[src/hw/rtl/lfvs_pkg.sv]
`default_nettype none

package lfvs_pkg;

	localparam int MASK_BITS = 16;
	localparam int FRAME_BITS = 4;

	localparam logic CMD_PIN = 1'b0;
	localparam logic CMD_VICTIM = 1'b1;

	typedef struct packed {
		logic command;
		logic [FRAME_BITS-1:0] frame;
		logic [MASK_BITS-1:0] pinned_mask;
	} cmd_t;

	typedef struct packed {
		logic [FRAME_BITS-1:0] victim_frame;
		logic no_free_frame;
	} res_t;

endpackage

`default_nettype wire

[src/hw/rtl/lfu_frame_victim_select_top.sv]
`default_nettype none

// Channel | Direction | Payload | Handshake
// cmd     | in        | cmd_t   | cmd_valid / cmd_stall
// res     | out       | res_t   | res_valid / res_stall
//
// A pin transaction does one counter read and one write on the counter RAM.
// In a victim transaction the RAM read port delivers one counter a cycle to a single
// compare unit, then the result is loaded into the output register.
// Reset clears every per-frame valid bit at once, so all counters read as zero after it.
// A victim result waits in its register while res_stall is high; further pin
// transactions are taken meanwhile, a further victim result waits for the register.

module lfu_frame_victim_select_top
	import lfvs_pkg::*;
#(
	parameter int FRAMES = 16,
	parameter int COUNT_BITS = 32
) (
	input  wire logic clk,
	input  wire logic arst_n,
	input  wire logic cmd_valid,
	output      logic cmd_stall,
	input  wire cmd_t cmd_data,
	output      logic res_valid,
	input  wire logic res_stall,
	output      res_t res_data
);

	localparam int IDX_W = $clog2(FRAMES);
	localparam int EXT_W = ((IDX_W > FRAME_BITS) ? IDX_W : FRAME_BITS) + 1;
	localparam logic [IDX_W-1:0] LAST_IDX = IDX_W'(FRAMES - 1);

	typedef enum logic [1:0] {
		ST_IDLE,
		ST_PIN_WR,
		ST_SCAN,
		ST_DONE
	} state_t;

	state_t                state_q;
	logic [FRAMES-1:0]     valid_q;
	logic                  rd_vld_s1;
	logic [IDX_W-1:0]      cmp_idx_q;
	logic [IDX_W-1:0]      pin_idx_q;
	logic [IDX_W-1:0]      best_q;
	logic [COUNT_BITS-1:0] best_cnt_q;
	logic                  found_q;
	logic [MASK_BITS-1:0]  mask_q;
	logic                  res_valid_q;
	res_t                  res_data_q;

	logic                  cmd_acc;
	logic                  in_range;
	logic [IDX_W-1:0]      rd_addr;
	logic [COUNT_BITS-1:0] rd_data;
	logic [COUNT_BITS-1:0] cnt;
	logic [COUNT_BITS-1:0] cnt_inc;
	logic                  ram_we;
	logic [EXT_W-1:0]      cmp_ext;
	logic [EXT_W-1:0]      best_ext;
	logic                  pinned;
	logic                  take;
	logic                  cmp_last;
	logic                  res_free;

	assign cmd_stall = (state_q != ST_IDLE);
	assign cmd_acc = cmd_valid && !cmd_stall;
	assign in_range = ({{(32 - FRAME_BITS){1'b0}}, cmd_data.frame} < 32'(FRAMES));
	assign cmp_last = (cmp_idx_q == LAST_IDX);
	assign res_free = !res_valid_q || !res_stall;

	always_comb begin
		rd_addr = '0;
		case (state_q)
			ST_IDLE: begin
				if (cmd_data.command == CMD_PIN && in_range) begin
					rd_addr = IDX_W'(cmd_data.frame);
				end
			end
			ST_SCAN: begin
				if (!cmp_last) begin
					rd_addr = cmp_idx_q + 1'b1;
				end
			end
			default: rd_addr = '0;
		endcase
	end

	assign cnt = rd_vld_s1 ? rd_data : '0;
	assign cnt_inc = (cnt == {COUNT_BITS{1'b1}}) ? cnt : cnt + 1'b1;
	assign ram_we = (state_q == ST_PIN_WR);

	assign cmp_ext = EXT_W'(cmp_idx_q);
	assign best_ext = EXT_W'(best_q);
	assign pinned = (cmp_ext < EXT_W'(MASK_BITS)) && mask_q[cmp_ext[FRAME_BITS-1:0]];
	assign take = !pinned && (!found_q || cnt < best_cnt_q);

	lfvs_ram #(
		.WIDTH(COUNT_BITS),
		.DEPTH(FRAMES)
	) u_count_ram (
		.clk  (clk),
		.we   (ram_we),
		.waddr(pin_idx_q),
		.wdata(cnt_inc),
		.re   (1'b1),
		.raddr(rd_addr),
		.rdata(rd_data)
	);

	always_ff @(posedge clk or negedge arst_n) begin
		if (!arst_n) begin
			state_q <= ST_IDLE;
			valid_q <= '0;
			rd_vld_s1 <= 1'b0;
			cmp_idx_q <= '0;
			pin_idx_q <= '0;
			best_q <= '0;
			best_cnt_q <= '0;
			found_q <= 1'b0;
			mask_q <= '0;
			res_valid_q <= 1'b0;
			res_data_q <= '0;
		end else begin
			rd_vld_s1 <= valid_q[rd_addr];
			if (state_q == ST_DONE && res_free) begin
				res_valid_q <= 1'b1;
			end else if (res_valid_q && !res_stall) begin
				res_valid_q <= 1'b0;
			end
			case (state_q)
				ST_IDLE: begin
					if (cmd_acc) begin
						if (cmd_data.command == CMD_VICTIM) begin
							cmp_idx_q <= '0;
							found_q <= 1'b0;
							mask_q <= cmd_data.pinned_mask;
							state_q <= ST_SCAN;
						end else if (in_range) begin
							pin_idx_q <= IDX_W'(cmd_data.frame);
							state_q <= ST_PIN_WR;
						end
					end
				end
				ST_PIN_WR: begin
					valid_q[pin_idx_q] <= 1'b1;
					state_q <= ST_IDLE;
				end
				ST_SCAN: begin
					if (take) begin
						found_q <= 1'b1;
						best_q <= cmp_idx_q;
						best_cnt_q <= cnt;
					end
					if (cmp_last) begin
						state_q <= ST_DONE;
					end else begin
						cmp_idx_q <= cmp_idx_q + 1'b1;
					end
				end
				ST_DONE: begin
					if (res_free) begin
						res_data_q.no_free_frame <= !found_q;
						res_data_q.victim_frame <= found_q ? best_ext[FRAME_BITS-1:0] : '0;
						if (found_q) begin
							valid_q[best_q] <= 1'b0;
						end
						state_q <= ST_IDLE;
					end
				end
				default: state_q <= ST_IDLE;
			endcase
		end
	end

	assign res_valid = res_valid_q;
	assign res_data = res_data_q;

	a_pin_goes_to_write: assert property (@(posedge clk) disable iff (!arst_n)
		cmd_acc && cmd_data.command == CMD_PIN && in_range |=> state_q == ST_PIN_WR)
		else $error("pin transaction did not reach the counter write");

	a_victim_cleared: assert property (@(posedge clk) disable iff (!arst_n)
		state_q == ST_DONE && res_free && found_q |=> !valid_q[$past(best_q)])
		else $error("chosen victim counter was not cleared");

	a_no_free_zero: assert property (@(posedge clk) disable iff (!arst_n)
		res_valid && res_data.no_free_frame |-> res_data.victim_frame == '0)
		else $error("victim index not zero when no frame is free");

	a_scan_blocks_input: assert property (@(posedge clk) disable iff (!arst_n)
		state_q == ST_SCAN && !cmp_last |=> state_q == ST_SCAN && cmd_stall)
		else $error("scan left early or took a transaction");

endmodule

`default_nettype wire

[src/hw/rtl/lfvs_ram.sv]
`default_nettype none

module lfvs_ram #(
	parameter int WIDTH = 32,
	parameter int DEPTH = 16
) (
	input  wire logic                     clk,
	input  wire logic                     we,
	input  wire logic [$clog2(DEPTH)-1:0] waddr,
	input  wire logic [WIDTH-1:0]         wdata,
	input  wire logic                     re,
	input  wire logic [$clog2(DEPTH)-1:0] raddr,
	output      logic [WIDTH-1:0]         rdata
);

	logic [WIDTH-1:0] mem_q [DEPTH];

	always_ff @(posedge clk) begin
		if (we) begin
			mem_q[waddr] <= wdata;
		end
		if (re) begin
			rdata <= mem_q[raddr];
		end
	end

endmodule

`default_nettype wire

[config.mk]
export PLATFORM = sky130hd
export DESIGN_NAME = lfu_frame_victim_select_top
export DESIGN_NICKNAME = d
export VERILOG_FILES = /design/src/hw/rtl/lfvs_pkg.sv /design/src/hw/rtl/lfu_frame_victim_select_top.sv /design/src/hw/rtl/lfvs_ram.sv
export SDC_FILE = /design/constraint.sdc
export NUM_CORES = 1
export LEC_CHECK = 0
export ABC_AREA = 1
export CAP_MARGIN = 20
export CELL_PAD_IN_SITES_DETAIL_PLACEMENT = 1
export CELL_PAD_IN_SITES_GLOBAL_PLACEMENT = 1
export CORE_UTILIZATION = 56
export DETAILED_ROUTE_END_ITERATION = 12
export DONT_BUFFER_PORTS = 1
export GPL_TIMING_DRIVEN = 0
export PLACE_DENSITY = 0.89
export SLEW_MARGIN = 20
export SYNTH_ARGS = -nofsm -noshare
export SYNTH_HDL_FRONTEND = slang
export SYNTH_SLANG_ARGS = --single-unit
[constraint.sdc]
create_clock -name clk -period 10.1 [get_ports clk]
set_input_delay 0.505 -clock clk [delete_from_list [all_inputs] [get_ports clk]]
set_output_delay 0.505 -clock clk [all_outputs]
set_load 0.02 [all_outputs]
=== Word-level counts from Yosys, hierarchy flattened ===
Memory sizes are Yosys's and may differ from the RTL's. A register that Yosys moved wholly into a read port is not among the register bits.
Index checks and enable logic that the tools add are counted.

* Memory bits (writable): 512
* Memories: 1
* Input bits: 25
* Register bits: 86

{| class="wikitable"
|+ Memories
! memory !! depth !! width !! rd ports !! clocked after Yosys merged registers in !! wr ports !! line !! source
|-
| u_count_ram.mem_q || 16 || 32 || 1 || 1 || 1 || lfvs_ram.sv:16 || <nowiki>logic [WIDTH-1:0] mem_q [DEPTH];</nowiki>
|}

* $add $sub $neg: 2
* Order comparisons: 8
* Reductions and logical operators: 27
* Equal/unequal tests: 12
* Bitwise operators: 4
* Muxes and demuxes: 34

{| class="wikitable"
|+ Operators by type and width
! operator !! count
|-
| two-way mux 32 bit || 2
|-
| adder 32 x 1 -> 32 bit, second input constant || 1
|-
| equality test 32 bit, second input constant || 1
|-
| < comparator 32 bit || 1
|-
| two-way mux 16 bit || 2
|-
| case mux 16 bit (2 select lines) || 1
|-
| < comparator 4 x 5 -> 1 bit, second input constant || 5
|-
| two-way mux 4 bit || 6
|-
| AND 16 bit || 1
|-
| inverter 16 bit || 1
|-
| OR 16 bit || 1
|-
| case mux 4 bit (2 select lines) || 2
|-
| inequality test 2 bit, second input constant || 7
|-
| AND reduction 3 bit || 4
|-
| two-way mux 1 bit || 11
|-
| binary-select mux 1 bit (select 4 bit) || 2
|-
| demux 1 bit (select 4 bit) || 2
|-
| >= comparator 4 x 1 -> 1 bit, second input constant || 2
|-
| two-way mux 2 bit || 4
|-
| case mux 2 bit (4 select lines) || 1
|-
| AND reduction 4 bit || 2
|-
| nonzero test 2 bit || 4
|-
| logical AND 1 bit || 7
|-
| zero test 1 bit || 5
|-
| 9 further kinds || 12
|}

=== Depth between registers and ports, before layout ===
Gate-level depths: netlist of run 1.

* Word-level depth: 9
* Mapped depth: 20
* Gate-level depth less buffers: 17

=== Modules after synthesis ===
From an unflattened synthesis of run 1, not the netlist that was laid out.

* Cell total of the unflattened synthesis: 2946
* Area total of the unflattened synthesis: 28961.5 µm²

{| class="wikitable"
|+ Modules (own cells, without submodules)
! module !! cells an instance !! area each (µm²) !! seq. area each (µm²) !! times used
|-
| lfvs_ram || 2120 || 23050.9 || 16335.7 || 1
|-
| lfu_frame_victim_select_top || 826 || 5910.7 || 2152.1 || 1
|}

=== Worst setup path after synthesis of run 1 ===
OpenSTA, ideal clock, no wires.

* Kind: register -> register
* Start: reg state_q[0]
* End: mem u_count_ram.mem_q[12][0] (enable)
* Data arrival time: 4.071 ns
* Setup time: 0.505 ns
* Period minus slack after synthesis: 4.576 ns
* Path slack: 5.524 ns
* Buffers on the path: 1
* Data required time: 9.595 ns
* Cell stages (with the launch flop): 6
* Cell sequence: dfrtp_1 > inv_2 > nor2_1 > inv_1 > clkbuf_1 > nor4_1

* Cells in the longest elaborated chain, start to end: 3

{| class="wikitable"
|+ Ends and longest elaborated chain
! element !! line !! source
|-
| start: declaration || lfu_frame_victim_select_top.sv:41 || <nowiki>state_t state_q;</nowiki>
|-
| start signal: assignment || lfu_frame_victim_select_top.sv:114 || <nowiki>state_q <= ST_IDLE;</nowiki>
|-
| start signal: assignment || lfu_frame_victim_select_top.sv:139 || <nowiki>state_q <= ST_SCAN;</nowiki>
|-
| start signal: assignment || lfu_frame_victim_select_top.sv:142 || <nowiki>state_q <= ST_PIN_WR;</nowiki>
|-
| equality test 2 x 1 -> 1 bit || lfu_frame_victim_select_top.sv:92 || <nowiki>assign ram_we = (state_q == ST_PIN_WR);</nowiki>
|-
| two-way mux 1 bit || lfvs_ram.sv:19 || <nowiki>if (we) begin</nowiki>
|-
| two-way mux 1 bit (implied by the code) || lfvs_ram.sv:20 || <nowiki>mem_q[waddr] <= wdata;</nowiki>
|-
| end: declaration || lfvs_ram.sv:16 ||
|}

No other way between the ends.

=== Worst setup path after layout of run 1 ===
* Start: reg rd_vld_s1
* End: mem u_count_ram.mem_q[0][14], data pin

* Cells in the longest elaborated chain, start to end: 3
* Elaborated cells on any way between the ends: 4

{| class="wikitable"
|+ Ends and longest elaborated chain
! element !! line !! source
|-
| start: declaration || lfu_frame_victim_select_top.sv:43 || <nowiki>logic rd_vld_s1;</nowiki>
|-
| start signal: assignment || lfu_frame_victim_select_top.sv:126 || <nowiki>rd_vld_s1 <= valid_q[rd_addr];</nowiki>
|-
| two-way mux 32 bit * || lfu_frame_victim_select_top.sv:90 || <nowiki>assign cnt = rd_vld_s1 ? rd_data : '0;</nowiki>
|-
| named net cnt[1] || lfu_frame_victim_select_top.sv:57 || <nowiki>logic [COUNT_BITS-1:0] cnt;</nowiki>
|-
| adder 32 x 1 -> 32 bit / equality test 32 bit (equally long branches) || lfu_frame_victim_select_top.sv:91 || <nowiki>assign cnt_inc = (cnt == {COUNT_BITS{1'b1}}) ? cnt : cnt + 1'b1;</nowiki>
|-
| two-way mux 32 bit * || lfu_frame_victim_select_top.sv:91 ||
|-
| named net cnt_inc[14] || lfu_frame_victim_select_top.sv:58 || <nowiki>logic [COUNT_BITS-1:0] cnt_inc;</nowiki>
|}

The timed path passes the listed nets; every way through them passes the cells marked *.

==> summary by stage, run 1 <==
Setup path
The maximum fanout along the worst path is 16. The nature of the critical path startpoint is a flop. The arrival time at the worst endpoint is 4310 ps. The data required time of the worst path is 10,420 ps. By startpoint and endpoint, the worst setup path is classified as reg -> reg. The kind of end point of the critical path is a flop.

Synth
The post-synthesis instance area is 0.0266 mm2. Synthesis handed over a netlist of 2,270 instances. For this run, the register share of the synthesized area comes to 68.2%. Sorting the synthesized cells by area gives the leading types as sky130_fd_sc_hd__edfxtp_1 58%, sky130_fd_sc_hd__dfrtp_1 8.1%, sky130_fd_sc_hd__nor2_1 4.2%. The synthesis warning total is 0. Of the post-synthesis cell area, the dominant cell type holds 57.7%. The average cell area after synthesis is 11.7 um2. The number of synthesized flops with an enable pin is 512. After synthesis, the share of flip-flops with an asynchronous set or reset is 13.7%. In this run, distinct cell masters in the synthesized netlist total 45. The commonest cells after synthesis are 512 x sky130_fd_sc_hd__edfxtp_1, 296 x sky130_fd_sc_hd__nor2_1, 275 x sky130_fd_sc_hd__nand2_1. The leading cell type by number of instances after synthesis is sky130_fd_sc_hd__edfxtp_1. The flip-flop and latch count after synthesis is 630. The most instantiated flip-flop cell in the synthesis netlist is sky130_fd_sc_hd__edfxtp_1.

The biggest area contributor in the post-synthesis netlist is sky130_fd_sc_hd__edfxtp_1. The number of nets handed over by synthesis was 2,327.

CTS
The root buffer cell chosen for the clock tree is sky130_fd_sc_hd__clkbuf_16. The number of hold buffers added after cts is 15. Counting every sink on the clock net gives 630.

The H-tree was split into 2 levels. The clock reaches the later pin of the worst-skew pair after 670 ps. No sink is reached through more buffers than the 3 on the longest clock path.

Buffers inserted during clock tree synthesis total 61. The post-cts resize count is 0. The clock transition at the registers of the reported paths is 70 ps. TritonCTS built the clock tree.

The number of setup buffers added after CTS is 0.

Route
The final route contains 21,900 vias. The first detailed-routing pass ran for 8 iterations. The DRC violation count after routing is 0. The starting DRC count in detailed routing is 3,432. After detailed routing, the number of vias per cell comes to 7.06. In this run the remaining antenna-violating nets after routing total 0. Dividing the detail-routed wire length by the instance count gives 34.2 um. Wires add up to 106,000 um.

Floorplan
The die covers 0.0485 mm2. The die is 220 um tall. Once the floorplan was initialized, standard cells occupied 57.0% of the core. The overall die width is 220 um.

The floorplan has 79 rows. The placeable core region is 0.0468 mm2. In this run the count of I/O pins placed on the die edge is 32.

Run status
The run finished with clean final reports.

STA
The count of final hold-check violations is 0. The max-slew violation count is 0. The maximum clock frequency is 0.251 GHz. The headroom to the max-slew limit is 18.8%. The slew at the pin with the worst max-slew slack is 1220 ps. The sum of negative setup slack is 0 ps.

The final worst-path cycle share is 39.5%. For the final database, setup skew stands at 33.8 ps. The worst path in the final design needs a cycle of 3990 ps, including I/O delays and setup.

Setup repair after global routing left no endpoint under its margin. Setup violations remaining at the end of the flow were counted as 0.

Global routing
The initial antenna violation count is 5. Entering global routing, the biggest net connects 87 pins. After global routing the overflow that remains totals 0.

The number of global-route vias before repair is 22,900. Global routing consumed, over all layers together, 43.9% of the routing resources. The first global-routing pass estimated 151,000 um of wire.

Power and ir drop
The total power consumption of the routed design is 10.9 mW. Dividing total power by cell area gives a power density of 358 mW/mm2. The leakage power is 11.3 nW. The worst-case vdd ir drop is 0.000258 V.

Worst hold path
The tightest min-delay check is of the in -> reg type.

Finish
The final layout contains 2,499 nets. Compared with the post-synthesis result, the final layout area differs by 14.5%. Of the cells placed in the final design, the portion with a size suffix greater than 1 is 16.6%.

Flow run
The tool flagged a number of max-cap violations equal to 0.

Placed design
The total of buffers placed on input and output ports is 0. The congestion estimate from routability-driven global placement came to 0.925. The final HPWL from detailed placement is 67,100 um.
-- power breakdown --
part | internal [mW] | switching (mW)
Sequential | 3.48 | 0.241
Combinational | 1.12 | 3.64
Clock | 1.37 | 1.07
-- registers in the layout, summed over array words and instances, names as in the netlist, 2 cells and up --
| name | cells |
|---|---|
| u_count_ram.rdata | 32 |
| best_cnt_q | 32 |
| cmp_idx_q | 4 |
| u_count_ram.mem_q | 512 |
| best_q | 4 |
| pin_idx_q | 4 |
| res_data | 5 |
| valid_q | 16 |
| mask_q | 16 |
| state_q | 2 |
-- cell families (layout without fill, tap and decap cells) --
kind of cell | count (synthesis) | count (layout) | share of synthesized area, %
buffers and inverters | 254 | 478 | 4.06
AOI/OAI and AO/OA | 439 | 439 | 10.6
xor gates and xnor gates | 9 | 9 | 0.296
adders and majority gates | 32 | 32 | 1.50
DFF | 630 | 630 | 68.2
and+or+nand+nor | 906 | 906 | 15.4
other | 0 | 2 | 0
-- cells in the final DEF (no fill, tap or decap), types with 80 or more instances in the layout --
master,synthesis,layout
sky130_fd_sc_hd__dfrtp_1,86,86
sky130_fd_sc_hd__clkbuf_1,69,80
sky130_fd_sc_hd__nand3_1,143,143
sky130_fd_sc_hd__nand2_1,275,275
sky130_fd_sc_hd__nor2_1,296,294
sky130_fd_sc_hd__inv_1,113,113
sky130_fd_sc_hd__or2_2,108,108
sky130_fd_sc_hd__buf_2,40,86
sky130_fd_sc_hd__o21ai_0,221,220
sky130_fd_sc_hd__edfxtp_1,512,512
-- metal layers --
| metal | GRT usage, % | part of all wire (%) | vias up |
|---|---|---|---|
| li1 | - | - | 8512 |
| met1 | 50.6 | 33 | 10700 |
| met2 | 70.0 | 46 | 2042 |
| met3 | 14.1 | 13 | 664 |
| met4 | 30.0 | 7.8 | 6 |
| met5 | 1.21 | 0.11 | - |
-- final timing paths --
path	start	cells after the start	slack, ps	to
worst min-delay path	cmd_data[14]	2	30	mask_q[14]$_DFFE_PN0P_
min in group asynchronous	arst_n	2	470	best_q[2]$_DFFE_PN0P_
max in group asynchronous	arst_n	2	9230	best_cnt_q[16]$_DFFE_PN0P_
worst max register to register	rd_vld_s1$_DFF_PN0_	14	6110	u_count_ram.mem_q[0][14]$_DFFE_PP_
worst min register to register	best_cnt_q[17]$_DFFE_PN0P_	2	470	best_cnt_q[17]$_DFFE_PN0P_
worst max-delay path	rd_vld_s1$_DFF_PN0_	14	6110	u_count_ram.mem_q[0][14]$_DFFE_PP_
-- critical path: stages (launching register included) --
cell	delay, ps
sky130_fd_sc_hd__dfrtp_1	540
sky130_fd_sc_hd__buf_6	220
sky130_fd_sc_hd__buf_6	170
sky130_fd_sc_hd__nand2_2	110
sky130_fd_sc_hd__inv_1	180
sky130_fd_sc_hd__ha_1	200
sky130_fd_sc_hd__inv_1	90
sky130_fd_sc_hd__nor3_2	270
sky130_fd_sc_hd__nand2_2	140
sky130_fd_sc_hd__nor2_4	140
sky130_fd_sc_hd__nand4_1	180
sky130_fd_sc_hd__o21ai_2	320
sky130_fd_sc_hd__nor2_1	160
sky130_fd_sc_hd__nand2_1	120
sky130_fd_sc_hd__xor2_2	790
-- final cells by class --
| type | instances | area, um2 |
|---|---|---|
| Antenna cell | 2 | 5.00 |
| Buffer | 127 | 607 |
| Sequential cell | 630 | 18200 |
| Fill cell | 4632 | 16300 |
| Multi-Input combinational cell | 1386 | 7560 |
| Inverter | 127 | 477 |
| Timing Repair Buffer | 109 | 852 |
| Clock buffer | 73 | 1570 |
| Clock inverter | 42 | 497 |
| Tap cell | 607 | 759 |
-- through the flow --
stage	instances	hold slack [ps]	setup slack, ps	util [%]	instance area (um2)
4_1_cts	3099	0.547	5850	65.1	30400
5_1_grt	3103	14.7	5900	65.2	30500
3_5_place_dp	2969	211	5860	60.3	28200
3_3_place_gp	2877	211	1180	58.6	27400
6_report	3103	25.3	6110	65.2	30500
2_1_floorplan	2270	209	5520	-	26600
(Power assumes the default switching activity.)
==> run 2, diff against run 1 <==
--- a/config.mk
+++ b/config.mk
@@ -5,15 +5,15 @@
 export SDC_FILE = /design/constraint.sdc
 export NUM_CORES = 1
 export LEC_CHECK = 0
-export ABC_AREA = 1
+export ABC_AREA = 0
 export CAP_MARGIN = 20
 export CELL_PAD_IN_SITES_DETAIL_PLACEMENT = 1
 export CELL_PAD_IN_SITES_GLOBAL_PLACEMENT = 1
-export CORE_UTILIZATION = 56
+export CORE_UTILIZATION = 53
 export DETAILED_ROUTE_END_ITERATION = 12
 export DONT_BUFFER_PORTS = 1
 export GPL_TIMING_DRIVEN = 0
-export PLACE_DENSITY = 0.89
+export PLACE_DENSITY = 0.84
 export SLEW_MARGIN = 20
 export SYNTH_ARGS = -nofsm -noshare
 export SYNTH_HDL_FRONTEND = slang
==> constraint.sdc (replaced) <==
create_clock -name clk -period 4.1 [get_ports clk]
set_input_delay 0.205 -clock clk [delete_from_list [all_inputs] [get_ports clk]]
set_output_delay 0.205 -clock clk [all_outputs]
set_load 0.02 [all_outputs]
==> run 2 against run 1 <==
  * The run now ends with setup timing left
  * First-iteration DRC count shrank 21%
  * Clock skew grew 4.2 ps
  * Count of clock-buffer cells in the layout is 20 higher
  * Register-to-register slack lost 6200 ps
  * Power increased by 150%
  * Setup slack worse by 6200 ps
  * Routed wire length down 9.6%
  * Worst hold slack improved by 20 ps
  * Combinational power rose by 140%
  * Sequential cell count unchanged
  * Largest cell class unchanged
  * Largest power group unchanged
==> summary by stage, run 2 <==
Run status
The flow ran to the end, but the final reports show violations. The checks that failed: setup timing.

Power and ir drop
The total power per unit cell area is 886 mW/mm2. Total power for the finished layout comes to 26.9 mW. The leakage power is 10.6 nW. Across the VDD grid, the largest voltage drop is 0.000503 V.

STA
For the pin with the worst max-slew slack, the measured transition is 1140 ps. In the post-route analysis, the smallest setup slack over all paths is -129 ps. The headroom to the max-slew limit is 23.6%. Based on the critical path, the design can be clocked at up to 0.236 GHz. The final worst-path cycle share is 103%. Setup violations remaining at the end of the flow were counted as 148. The count of final hold-check violations is 0. The clock tree skew after final layout is 38.0 ps.

The max-slew violation count came to 0. The minimum clock period is 4230 ps. Setup repair after global routing could not meet its margin everywhere.

Setup path
The critical path class is reg -> reg. The highest-delay cell along the critical path is sky130_fd_sc_hd__a32oi_2. Traced cell by cell, the critical path runs through ha_1, buf_2, nand3_1, a32oi_2, clkbuf_2, clkbuf_2, buf_1, o21ai_0, a32oi_1, nand3_1.

The number of buffers and inverters on the critical path is 4. The maximum fanout along the worst path is 10. The data required time of the worst path is 4560 ps. STA classifies the critical path endpoint as a flop. STA classifies the critical path startpoint as a flop. The arrival time at the worst endpoint is 4690 ps. For this run, the slowest stage of the critical path takes 610 ps. The kind of cell with the highest combined delay along the critical path is buffers and inverters.

Synth
The synthesis warning total is 0. In this run the mean area of a mapped cell was 13.3 um2. The net count after synthesis is 2,015. The top cell type by area accounts for 59.1% of the synthesized area. The most instantiated flip-flop cell in the synthesis netlist is sky130_fd_sc_hd__edfxtp_1. Counting every instance in the synthesized netlist gives 1,958. The count of distinct cell types in the synthesized netlist is 60. The flip-flop and latch count after synthesis is 630. The sequential fraction of the synthesis area is 69.8%. Summing every instance area after synthesis gives 0.0260 mm2. The number of synthesized flops with an enable pin is 512. By area the synthesized netlist is led by sky130_fd_sc_hd__edfxtp_1 59%, sky130_fd_sc_hd__dfrtp_1 8.3%, sky130_fd_sc_hd__a21oi_1 2.9%. After synthesis, the most frequently instantiated cells are 512 x sky130_fd_sc_hd__edfxtp_1, 167 x sky130_fd_sc_hd__nor2_1, 163 x sky130_fd_sc_hd__nand2_1. The leading area contributor after synthesis is sky130_fd_sc_hd__edfxtp_1. The leading cell type by number of instances after synthesis is sky130_fd_sc_hd__edfxtp_1. The fraction of synthesis flops using an asynchronous set or reset pin is 13.7%.

Placed design
The pre-CTS worst setup slack is -1380 ps. Once detailed placement completed, the half-perimeter wirelength came to 57,400 um. The count of buffers added on input and output ports is 0. The routability congestion estimate is 0.876. The total placed instance area is 0.0275 mm2.

Floorplan
The placeable core region is 0.0480 mm2. The die is 224 um wide. The overall die area is 0.0500 mm2. The die is 224 um tall. The number of rows created at floorplan is 80. Once the floorplan was initialized, standard cells occupied 54.2% of the core. In this run the count of I/O pins placed on the die edge is 32.

Finish
The top cell types in the final layout, fill and taps aside, are 512 x sky130_fd_sc_hd__edfxtp_1, 162 x sky130_fd_sc_hd__nand2_1, 153 x sky130_fd_sc_hd__nor2_1. The area growth from synthesis to layout is 16.7%. The finished cells cover 0.0304 mm2. After the last flow step, the layout net total stands at 2,145. In the final layout, the registers with the most flip-flops are u_count_ram.mem_q: 512 flops, best_cnt_q: 32 flops, u_count_ram.rdata: 32 flops. After filler insertion, the fill cell instance count of the layout stands at 4,489.

The flip-flop and latch area is 0.0182 mm2. The register with the most flip-flops in the layout has 512 of them. The leading cell type in the layout, fill and taps excluded is sky130_fd_sc_hd__edfxtp_1. In the final layout, the share of cells above drive strength 1 is 11.5%. The register with the most flip-flops is u_count_ram.mem_q.

In the final layout, the multi-input gates occupy 0.00774 mm2.

CTS
The worst-skew pair later-pin latency is 640 ps. The clock tree from TritonCTS is built. The number of buffers between clock root and the deepest sink is 3. The number of clock buffers inserted by TritonCTS is 66. CTS placed an instance of sky130_fd_sc_hd__clkbuf_16 at the clock tree root.

The clock sink total is 630. The H-tree was split into 3 levels. The clock transition at the registers of the reported paths is 70 ps.

Route
After detailed routing, the total wire length is 96,000 um. For this block, the initial DRC count from the detailed router was 2,707. The routed length per instance is 34.8 um. The count of vias placed by the detailed router is 19,700. In the routed design, unresolved DRC markers number 0.

The post-detailed-route count of antenna-violating nets is 0. The number of vias per cell after detailed routing is 7.14. The number of detailed-routing iterations run before antenna repair is 6.

Global routing
The first global-routing pass estimated 133,000 um of wire. Global routing finished with a remaining overflow of 0. Global routing used 36.7% of the available tracks. The number of global-route vias before repair was 20,500. The initial antenna violation count is 7. The maximum number of pins on one net before global-route repair is 87.

Worst hold path
The path type of the worst min-delay path is in -> reg.

Flow run
The max-capacitance violation count is 0.
run 2: changes by cell type after synthesis, moves of 68 or more:
cell / delta
sky130_fd_sc_hd__nor2_1: -129
sky130_fd_sc_hd__nand3_1: -88
sky130_fd_sc_hd__o21ai_0: -142
sky130_fd_sc_hd__inv_1: -69
sky130_fd_sc_hd__a21oi_1: +130
sky130_fd_sc_hd__o221ai_1: -68
sky130_fd_sc_hd__nand2_1: -112
sky130_fd_sc_hd__or2_2: -104
run 2: kinds of logic (layout without fill, tap and decap cells):
group,Yosys count,after routing,synth area share [%]
flops,630,630,69.8
simple gates,557,557,9.99
compound gates,477,477,12.2
buf+inv,167,350,2.51
mux,65,65,2.93
fa+ha+maj,33,33,1.58
xor+xnor,29,29,0.976
other cells,0,4,0
run 2: worst paths after layout:
path | startpoint | endpoint | slack [ps] | cells after the start
worst max-delay path | cmp_idx_q[1]$_DFFE_PN0P_ | u_count_ram.rdata[24]$_DFF_P_ | -130 | 10
worst min-delay path | cmd_valid | found_q$_DFFE_PN0P_ | 50 | 3
worst max register to register | cmp_idx_q[1]$_DFFE_PN0P_ | u_count_ram.rdata[24]$_DFF_P_ | -130 | 10
worst min register to register | best_cnt_q[22]$_DFFE_PN0P_ | best_cnt_q[22]$_DFFE_PN0P_ | 490 | 1
max in group asynchronous | arst_n | best_cnt_q[12]$_DFFE_PN0P_ | 3460 | 2
min in group asynchronous | arst_n | pin_idx_q[0]$_DFFE_PN0P_ | 230 | 2
run 2: metrics by stage:
stage	utilization, %	hold WS [ps]	std cells	TNS (ps)
6_report	63.2	45.0	2760	-7120
5_1_grt	63.2	76.2	2757	-20700
4_1_cts	62.8	10.3	2753	0
3_5_place_dp	57.2	-88.8	2600	-407920
3_3_place_gp	55.8	-88.8	2573	-780510
2_1_floorplan	-	-90.6	1958	0
run 2: timing repair:
action                                 in CTS  in global routing
pin swaps                                   3                  0
hold buffers                               27                  0
endpoints found under the hold margin     110                  0
resized for setup                          27                 26
cloned                                      0                  0
setup endpoints to repair                 579                397
buffers inserted                            7                  4
run 2: cell type report:
| class | count | area share [%] |
|---|---|---|
| multi-input cells | 1161 | 25.5 |
| repair buffers | 65 | 2.93 |
| diodes | 4 | 0.0330 |
| plain buffers | 120 | 1.61 |
| well taps | 615 | 2.53 |
| clock buffers | 93 | 6.11 |
| inverters | 44 | 0.544 |
| flip-flops and latches | 630 | 59.8 |
| clock inverters | 28 | 0.898 |
run 2: worst reg2reg max path, stage by stage (launching register included):
cell	delay (ps)
sky130_fd_sc_hd__dfrtp_1	410
sky130_fd_sc_hd__ha_1	200
sky130_fd_sc_hd__buf_2	210
sky130_fd_sc_hd__nand3_1	310
sky130_fd_sc_hd__a32oi_2	610
sky130_fd_sc_hd__clkbuf_2	420
sky130_fd_sc_hd__clkbuf_2	430
sky130_fd_sc_hd__buf_1	530
sky130_fd_sc_hd__o21ai_0	250
sky130_fd_sc_hd__a32oi_1	550
sky130_fd_sc_hd__nand3_1	160
run 2: report_power, final:
group	total (mW)	leakage, nW	switching (mW)	internal [mW]
Clock	6.16	1.04	2.71	3.44
Sequential	9.27	6.02	0.732	8.54
Combinational	11.5	3.49	8.27	3.19
Total	26.9	10.6	11.7	15.2
run 2: per-layer routing:
metal | share of wire [%] | GRT usage, % | up-vias
li1 | - | - | 7714
met1 | 34 | 44.7 | 9926
met2 | 48 | 60.9 | 1570
met3 | 11 | 8.96 | 487
met4 | 6.8 | 19.4 | 4
met5 | 0.033 | 0 | -
